### src/async_and_hdlc_bit_framer_macros.svh
// Assertion macros shared by the framer RTL.
`ifndef ASYNC_AND_HDLC_BIT_FRAMER_MACROS_SVH
`define ASYNC_AND_HDLC_BIT_FRAMER_MACROS_SVH

// Same-cycle implication, checked outside reset.
`define AFB_ASSERT_NOW(label, clk, rst, ante, cons) \
   label: assert property (@(posedge clk) disable iff (rst) (ante) |-> (cons)) \
      else $error("framer check failed");

// Next-cycle implication, checked outside reset.
`define AFB_ASSERT_NEXT(label, clk, rst, ante, cons) \
   label: assert property (@(posedge clk) disable iff (rst) (ante) |=> (cons)) \
      else $error("framer check failed");

`endif

### src/afb_pkg.sv
// Shared types, constants and helpers for the serial line bit framer.
package afb_pkg;

   localparam int OP_W     = 3;
   localparam int BYTE_W   = 8;
   localparam int HIST_W   = 5;
   localparam int FRAME_W  = 10;
   localparam int CNT_W    = 4;

   typedef enum logic [OP_W-1:0] {
      OP_ASYNC_CHAR = 3'd0,
      OP_ASYNC_IDLE = 3'd1,
      OP_SYNC_DATA  = 3'd2,
      OP_SYNC_FLAG  = 3'd3,
      OP_SYNC_ABORT = 3'd4,
      OP_RESET_HIST = 3'd5
   } op_type;

   localparam logic [FRAME_W-1:0] ASYNC_STOP  = 10'h200;
   localparam logic [FRAME_W-1:0] ASYNC_IDLE  = 10'h3ff;
   localparam logic [HIST_W-1:0]  HIST_ONES   = 5'h1f;
   localparam logic [BYTE_W-1:0]  FLAG_OCTET  = 8'h7e;
   localparam logic [BYTE_W-1:0]  ABORT_OCTET = 8'h7f;

   localparam logic [CNT_W-1:0]   ASYNC_BITS  = 4'd10;
   localparam logic [CNT_W-1:0]   OCTET_BITS  = 4'd8;

   // Mirror an octet so MSB-first bits leave from bit 0.
   function automatic logic [BYTE_W-1:0] reverse_octet(input logic [BYTE_W-1:0] value);
      logic [BYTE_W-1:0] result;
      for (int i = 0; i < BYTE_W; i++) begin
         result[i] = value[BYTE_W-1-i];
      end
      return result;
   endfunction

endpackage

### src/afb_if.sv
// Valid/ready channel interfaces for framer requests and line bit words.
interface afb_req_if;
   import afb_pkg::*;
   logic                valid;
   logic                ready;
   logic [OP_W-1:0]     operation;
   logic [BYTE_W-1:0]   data_byte;

   modport source (output valid, output operation, output data_byte, input ready);
   modport sink   (input valid, input operation, input data_byte, output ready);
endinterface

interface afb_rsp_if;
   logic valid;
   logic ready;
   logic line_bit;
   logic stuffed;
   logic last_of_run;

   modport source (output valid, output line_bit, output stuffed, output last_of_run,
                   input ready);
   modport sink   (input valid, input line_bit, input stuffed, input last_of_run,
                   output ready);
endinterface

### src/async_and_hdlc_bit_framer.sv
// Serial line bit framer: async character framing and HDLC bit stuffing.
//
//   channel   dir   handshake          word contents
//   req_ch    in    valid/ready        operation[2:0], data_byte[7:0]
//   rsp_ch    out   valid/ready        line_bit, stuffed, last_of_run
//
// One line bit leaves per cycle unless rsp_ch stalls: async char and idle are 10
// line bits, flag and abort 8, sync data 8 to 10 depending on stuffed zeros.
// A reset-history or unused operation emits no word.
// The next request is taken in the cycle the current one's last bit is loaded
// into the output register, so runs follow without a gap.
// Synchronous reset clears the history, serializer and output valid.
// A stalled rsp_ch holds the output register and pauses the serializer.
`include "async_and_hdlc_bit_framer_macros.svh"

module async_and_hdlc_bit_framer (
   input  logic          clock,
   input  logic          reset,
   afb_req_if.sink       req_ch,
   afb_rsp_if.source     rsp_ch
);
   import afb_pkg::*;

   logic                  active_ff,       active_in;
   logic                  sync_data_ff,    sync_data_in;
   logic                  stuff_pend_ff,   stuff_pend_in;
   logic [FRAME_W-1:0]    shift_ff,        shift_in;
   logic [CNT_W-1:0]      remain_ff,       remain_in;
   logic [HIST_W-1:0]     hist_ff,         hist_in;
   logic                  out_valid_ff,    out_valid_in;
   logic                  out_bit_ff,      out_bit_in;
   logic                  out_stuff_ff,    out_stuff_in;
   logic                  out_last_ff,     out_last_in;

   logic                  gen_fire;
   logic                  gen_bit;
   logic                  gen_last;
   logic                  stuff_next;
   logic                  req_take;
   logic                  req_ready;
   logic [HIST_W-1:0]     hist_after;

   // Serializer advances whenever the output register is free or draining.
   assign gen_fire   = active_ff && (!out_valid_ff || rsp_ch.ready);
   assign gen_bit    = stuff_pend_ff ? 1'b0 : shift_ff[0];
   assign hist_after = {hist_ff[HIST_W-2:0], gen_bit};
   assign stuff_next = !stuff_pend_ff && sync_data_ff && (hist_after == HIST_ONES);
   assign gen_last   = stuff_pend_ff ? (remain_ff == '0)
                                     : ((remain_ff == CNT_W'(1)) && !stuff_next);

   assign req_ready  = !active_ff || (gen_fire && gen_last);
   assign req_take   = req_ch.valid && req_ready;

   assign req_ch.ready       = req_ready;
   assign rsp_ch.valid       = out_valid_ff;
   assign rsp_ch.line_bit    = out_bit_ff;
   assign rsp_ch.stuffed     = out_stuff_ff;
   assign rsp_ch.last_of_run = out_last_ff;

   always_comb begin
      active_in     = active_ff;
      sync_data_in  = sync_data_ff;
      stuff_pend_in = stuff_pend_ff;
      shift_in      = shift_ff;
      remain_in     = remain_ff;
      hist_in       = hist_ff;
      out_valid_in  = out_valid_ff && !rsp_ch.ready;
      out_bit_in    = out_bit_ff;
      out_stuff_in  = out_stuff_ff;
      out_last_in   = out_last_ff;

      if (gen_fire) begin
         out_valid_in  = 1'b1;
         out_bit_in    = gen_bit;
         out_stuff_in  = stuff_pend_ff;
         out_last_in   = gen_last;
         hist_in       = hist_after;
         stuff_pend_in = stuff_next;
         if (!stuff_pend_ff) begin
            shift_in  = {1'b0, shift_ff[FRAME_W-1:1]};
            remain_in = remain_ff - CNT_W'(1);
         end
         if (gen_last) begin
            active_in = 1'b0;
         end
      end

      if (req_take) begin
         stuff_pend_in = 1'b0;
         unique case (req_ch.operation)
            OP_ASYNC_CHAR: begin
               active_in    = 1'b1;
               sync_data_in = 1'b0;
               shift_in     = ASYNC_STOP | {1'b0, req_ch.data_byte, 1'b0};
               remain_in    = ASYNC_BITS;
            end
            OP_ASYNC_IDLE: begin
               active_in    = 1'b1;
               sync_data_in = 1'b0;
               shift_in     = ASYNC_IDLE;
               remain_in    = ASYNC_BITS;
            end
            OP_SYNC_DATA: begin
               active_in    = 1'b1;
               sync_data_in = 1'b1;
               shift_in     = {2'b00, reverse_octet(req_ch.data_byte)};
               remain_in    = OCTET_BITS;
            end
            OP_SYNC_FLAG: begin
               active_in    = 1'b1;
               sync_data_in = 1'b0;
               shift_in     = {2'b00, reverse_octet(FLAG_OCTET)};
               remain_in    = OCTET_BITS;
            end
            OP_SYNC_ABORT: begin
               active_in    = 1'b1;
               sync_data_in = 1'b0;
               shift_in     = {2'b00, reverse_octet(ABORT_OCTET)};
               remain_in    = OCTET_BITS;
            end
            OP_RESET_HIST: begin
               // Clear wins over the last bit of the previous run.
               hist_in = '0;
            end
            default: begin
               // Unused codes: drop the word.
            end
         endcase
      end
   end

   always_ff @(posedge clock) begin
      if (reset) begin
         active_ff     <= 1'b0;
         stuff_pend_ff <= 1'b0;
         hist_ff       <= '0;
         out_valid_ff  <= 1'b0;
      end else begin
         active_ff     <= active_in;
         stuff_pend_ff <= stuff_pend_in;
         hist_ff       <= hist_in;
         out_valid_ff  <= out_valid_in;
      end
   end

   always_ff @(posedge clock) begin
      sync_data_ff <= sync_data_in;
      shift_ff     <= shift_in;
      remain_ff    <= remain_in;
      out_bit_ff   <= out_bit_in;
      out_stuff_ff <= out_stuff_in;
      out_last_ff  <= out_last_in;
   end

   `AFB_ASSERT_NOW(a_stuff_needs_ones, clock, reset, stuff_pend_ff, hist_ff == HIST_ONES)
   `AFB_ASSERT_NOW(a_take_only_at_end, clock, reset, req_take && active_ff, gen_fire && gen_last)
   `AFB_ASSERT_NOW(a_bits_remain, clock, reset, active_ff && !stuff_pend_ff, remain_ff != '0)
   `AFB_ASSERT_NEXT(a_run_ends, clock, reset, gen_fire && gen_last && !req_ch.valid, !active_ff)

endmodule
### src/flat_wrapper.sv
// flat-port wrapper written by rule: the top's interface ports become plain ports
module async_and_hdlc_bit_framer_flat import afb_pkg::*;
  (clock, reset, req_ch_valid, req_ch_operation, req_ch_data_byte, req_ch_ready, rsp_ch_valid, rsp_ch_line_bit, rsp_ch_stuffed, rsp_ch_last_of_run, rsp_ch_ready);
  afb_req_if req_ch_i ();
  afb_rsp_if rsp_ch_i ();
  input  logic clock;
  input  logic reset;
  input wire logic [$bits(req_ch_i.valid)-1:0] req_ch_valid;
  input wire logic [$bits(req_ch_i.operation)-1:0] req_ch_operation;
  input wire logic [$bits(req_ch_i.data_byte)-1:0] req_ch_data_byte;
  output wire logic [$bits(req_ch_i.ready)-1:0] req_ch_ready;
  output wire logic [$bits(rsp_ch_i.valid)-1:0] rsp_ch_valid;
  output wire logic [$bits(rsp_ch_i.line_bit)-1:0] rsp_ch_line_bit;
  output wire logic [$bits(rsp_ch_i.stuffed)-1:0] rsp_ch_stuffed;
  output wire logic [$bits(rsp_ch_i.last_of_run)-1:0] rsp_ch_last_of_run;
  input wire logic [$bits(rsp_ch_i.ready)-1:0] rsp_ch_ready;
  assign req_ch_i.valid = req_ch_valid;
  assign req_ch_i.operation = req_ch_operation;
  assign req_ch_i.data_byte = req_ch_data_byte;
  assign req_ch_ready = req_ch_i.ready;
  assign rsp_ch_valid = rsp_ch_i.valid;
  assign rsp_ch_line_bit = rsp_ch_i.line_bit;
  assign rsp_ch_stuffed = rsp_ch_i.stuffed;
  assign rsp_ch_last_of_run = rsp_ch_i.last_of_run;
  assign rsp_ch_i.ready = rsp_ch_ready;
  async_and_hdlc_bit_framer u_core (.clock(clock), .reset(reset), .req_ch(req_ch_i), .rsp_ch(rsp_ch_i));
endmodule
### config.mk
export PLATFORM = sky130hd
export DESIGN_NAME = async_and_hdlc_bit_framer_flat
export DESIGN_NICKNAME = d
export VERILOG_FILES = /design/src/afb_pkg.sv /design/src/afb_if.sv /design/src/async_and_hdlc_bit_framer.sv /design/src/flat_wrapper.sv
export VERILOG_INCLUDE_DIRS = /design/src /design/src/src
export SDC_FILE = /design/constraint.sdc
export NUM_CORES = 1
export LEC_CHECK = 0
export ABC_AREA = 1
export BUFFER_PORTS_ARGS = -buffer_cell sky130_fd_sc_hd__buf_2
export CORE_MARGIN = 2
export CORE_UTILIZATION = 55
export DETAILED_ROUTE_END_ITERATION = 10
export PLACE_DENSITY = 0.76
export SLEW_MARGIN = 15
export SYNTH_ARGS = -nofsm -noshare
export SYNTH_HDL_FRONTEND = slang
export SYNTH_SLANG_ARGS = --single-unit
### constraint.sdc
create_clock -name clock -period 2.07 [get_ports clock]
set_input_delay 0.207 -clock clock [delete_from_list [all_inputs] [get_ports clock]]
set_output_delay 0.207 -clock clock [all_outputs]
set_load 0.02 [all_outputs]
==> reports/qor.yml <==
routing:
  avgRoutedWirePerCell_um: 10.5
  drt-pass1-iter-count: 4
  antenna_left: 0
  dr_total_vias: 1475
  detail_route.iter0.violations: 42
  drc_errors: 0
  wirelength_um: 3060
  drt-vias-per-instance: 5.05
cts:
  ctsRootBufferMaster: "clkbuf_4"
  cts_tree: "built"
  cts-resized-gates: 0
  tritoncts.num_buffers: 3
  clkTransAtPathRegs_ns: 0.14
  cts-htree-levels: 1
  cts_hold_buffers: 0
  cts_max_path_buffers: 2
  clock_insertion_delay_at_the_later_pin_of_the_skew_report_ns: 0.31
  cts_num_sinks: 25
  cts_setup_buffers: 0
cells_and_area:
  insertedDiodeCount: 0
  area.growth.synth_to_final_pct: 7.79
  final_area_um2: 1660
  drive_above_1_share_pct: 13.8
  design.final.nets: 280
run:
  drv.max_cap_violation_count: 0
synth:
  ys_warns: 0
  syn-mean-instance-area_um2: 6.29
  count_of_mapped_cells_out_of_synthesis: 245
  synth.most_common_cell: "nand2_1"
  synth-seq-cells: 25
  postSynthNetCount: 263
  synth_area_um2: 1540
  synth_largest_type_area_fraction_pct: 27.3
  synth_top_area_cell: "dfxtp_1"
  ys_dominant_reg_cell: "dfxtp_1"
  post_synth_num_cell_types: 24
  synth_async_sr_flop_share_pct: 0
  synth-edff-count: 4
  yosys-top-cells-count: "93 x nand2_1, 34 x inv_1, 25 x nand3_1"
  top_post_synthesis_cells_by_area: "dfxtp_1 27%, nand2_1 23%, inv_1 8.3%"
  ys_seq_area_share_pct: 35.1
die:
  io_pins: 20
  die_area_um2: 3240
  floorplan.initialDensity_pct: 56.9
  floorplan.core_area_um2: 2710
  rows: 19
  die_width_um: 56.9
  die_y_um: 56.9
setup_path:
  worstPathCellList: "inv_1 -> ha_1 -> nor3b_1 -> nand3_1 -> nand2_2 -> nand2_2 -> nand2_4 -> buf_2"
  crit_required_ns: 1.86
  timing.critical_path.max_delay_family: "simple AND/OR/NAND/NOR gates"
  worstSetupStartpoint: "u_core.remain_ff[1]"
  r2r-start: "u_core.remain_ff[1]"
  reg2reg_slack_ns: 0.40
  cp_common_cell: "nand2_2"
  cp-start-kind: "flop"
  setup.worst_path.end_class: "output port"
  critPathKind: "reg -> out"
  crit_path_max_fo: 19
  slowest_stage: "dfxtp_1"
  arrival_ns: 1.72
  worstPathBufferInverterCount: 2
  cpPeakStageDelay_ns: 0.33
pwr:
  internal_power_uw: 791
  power_frac_seq_pct: 50.9
  p_clk_share_pct: 17.4
  power_switching_share_pct: 35.6
  power.density_cell_area_nw_per_um2: 739
  combinational_power_share_pct: 31.6
  switching_power_uw: 437
  ir_worst_vdd_mv: 0.399
  p_leak_uw: 0.000907
run_status:
  outcome: "complete, no violations"
timing:
  setup-tns-final_ns: 0
  final.period_utilization_pct: 93.1
  worst_slew_pin_slew_ns: 0.541
  fmax_ghz: 0.519
  endpoints_failing_hold: 0
  maxSlewViolCount: 0
  post-route-min-period_ns: 1.93
  timing.slew.headroom_pct: 63.9
  rsz0062_at_grt: "false"
  finalSetupViolCount: 0
  worst_clock_skew_ns: 0.00399
min_path:
  min_from: "reset"
  hold_path_class: "in -> reg"
global_route:
  via_count_of_the_first_global_routing_pass: 1305
  first_pass_grt_wire_length_um: 5460
  globalRouteOverflowTotal: 0
  globalRouteTotalUtil_pct: 20.6
  grt_max_degree: 20
  initial_antenna_violation_count: 0
placement:
  placedInstanceArea_um2: 1630
  globalplace.congestion: 0.765
  place.port_buffers: 19
  dp_hpwl_um: 2350
-- sequential cells by signal, indices dropped and copies added, names as in the netlist --
register	count
u_core.rsp_ch.last_of_run	1
u_core.sync_data_ff	1
u_core.active_ff	1
u_core.shift_ff	10
u_core.rsp_ch.valid	1
u_core.hist_ff	4
u_core.rsp_ch.line_bit	1
u_core.rsp_ch.stuffed	1
u_core.stuff_pend_ff	1
u_core.remain_ff	4
-- final timing paths --
| check | endpoint | cells after the start |
|---|---|---|
| max reg2reg | u_core.remain_ff[1] | 10 |
| min reg2reg | u_core.rsp_ch.valid | 2 |
| max | req_ch_ready | 8 |
| min | u_core.rsp_ch.valid | 2 |
-- placed cells by master (no fill, tap or decap), types with 4 or more instances in the layout --
cell type  synthesis  routed
a21oi_1            4       4
buf_2              3      19
dfxtp_1           21      21
edfxtp_1           4       4
inv_1             34      34
nand2_1           93      93
nand2_2            4       4
nand3_1           25      25
nor2_1            20      20
nor3_1             4       4
o21ai_0            8       8
-- logic make-up (layout without fill, tap and decap cells) --
kind of cell    after synthesis  after routing  synth area share (%)
flops                        25             25                  35.1
compound gates               19             19                  7.47
xor+xnor                      2              2                  1.14
fa+ha+maj                     3              3                  2.44
simple gates                152            152                  41.8
buf+inv                      44             60                  12.1
-- final cells by class --
type                            count  area, µm²
Clock buffer                        3       22.5
Clock inverter                      1       5.00
Fill cell                         281       1050
Inverter                           36        138
Multi-Input combinational cell    176        815
Sequential cell                    25        541
Tap cell                           31       38.8
Timing Repair Buffer               20        103
-- worst reg2reg max path, stage by stage (launching register included) --
cell,delay (ns)
dfxtp_1,0.33
inv_1,0.12
ha_1,0.15
nor3b_1,0.17
nand3_1,0.11
nand2_2,0.08
nand2_2,0.06
nand2_4,0.18
nand2_2,0.22
nand2_1,0.11
nand2_1,0.05
-- power groups by stage --
| stage | Clock, µW | Sequential (µW) | Combinational (µW) |
|---|---|---|---|
| 2_1_floorplan | 0 | 634 | 304 |
| 6_report | 214 | 626 | 389 |
| 3_5_place_dp | 0 | 638 | 389 |
| 3_3_place_gp | 0 | 635 | 376 |
| 4_1_cts | 219 | 627 | 390 |
| 5_1_grt | 230 | 636 | 453 |
-- layer usage --
layer	share of wire, %	vias to the layer above	global-route usage [%]
met4	0.75	0	4.98
met3	3.4	2	1.36
li1	-	791	-
met1	46	642	25.6
met2	49	40	38.8
met5	0	-	0
-- through the flow --
step                      hold slack, ns  setup WS (ns)  std cells  power [µW]  utilization (%)
after floorplan                    0.276          0.636        245         938                -
final                              0.104          0.143        292        1230             61.3
after detailed placement           0.444          0.402        288        1030             60.3
after CTS                          0.100          0.121        292        1240             61.3
after global routing               0.105        0.00591        292        1320             61.3
after global placement             0.438          0.471        288        1010             60.3
No activity file was read; power rests on OpenSTA's default activity.
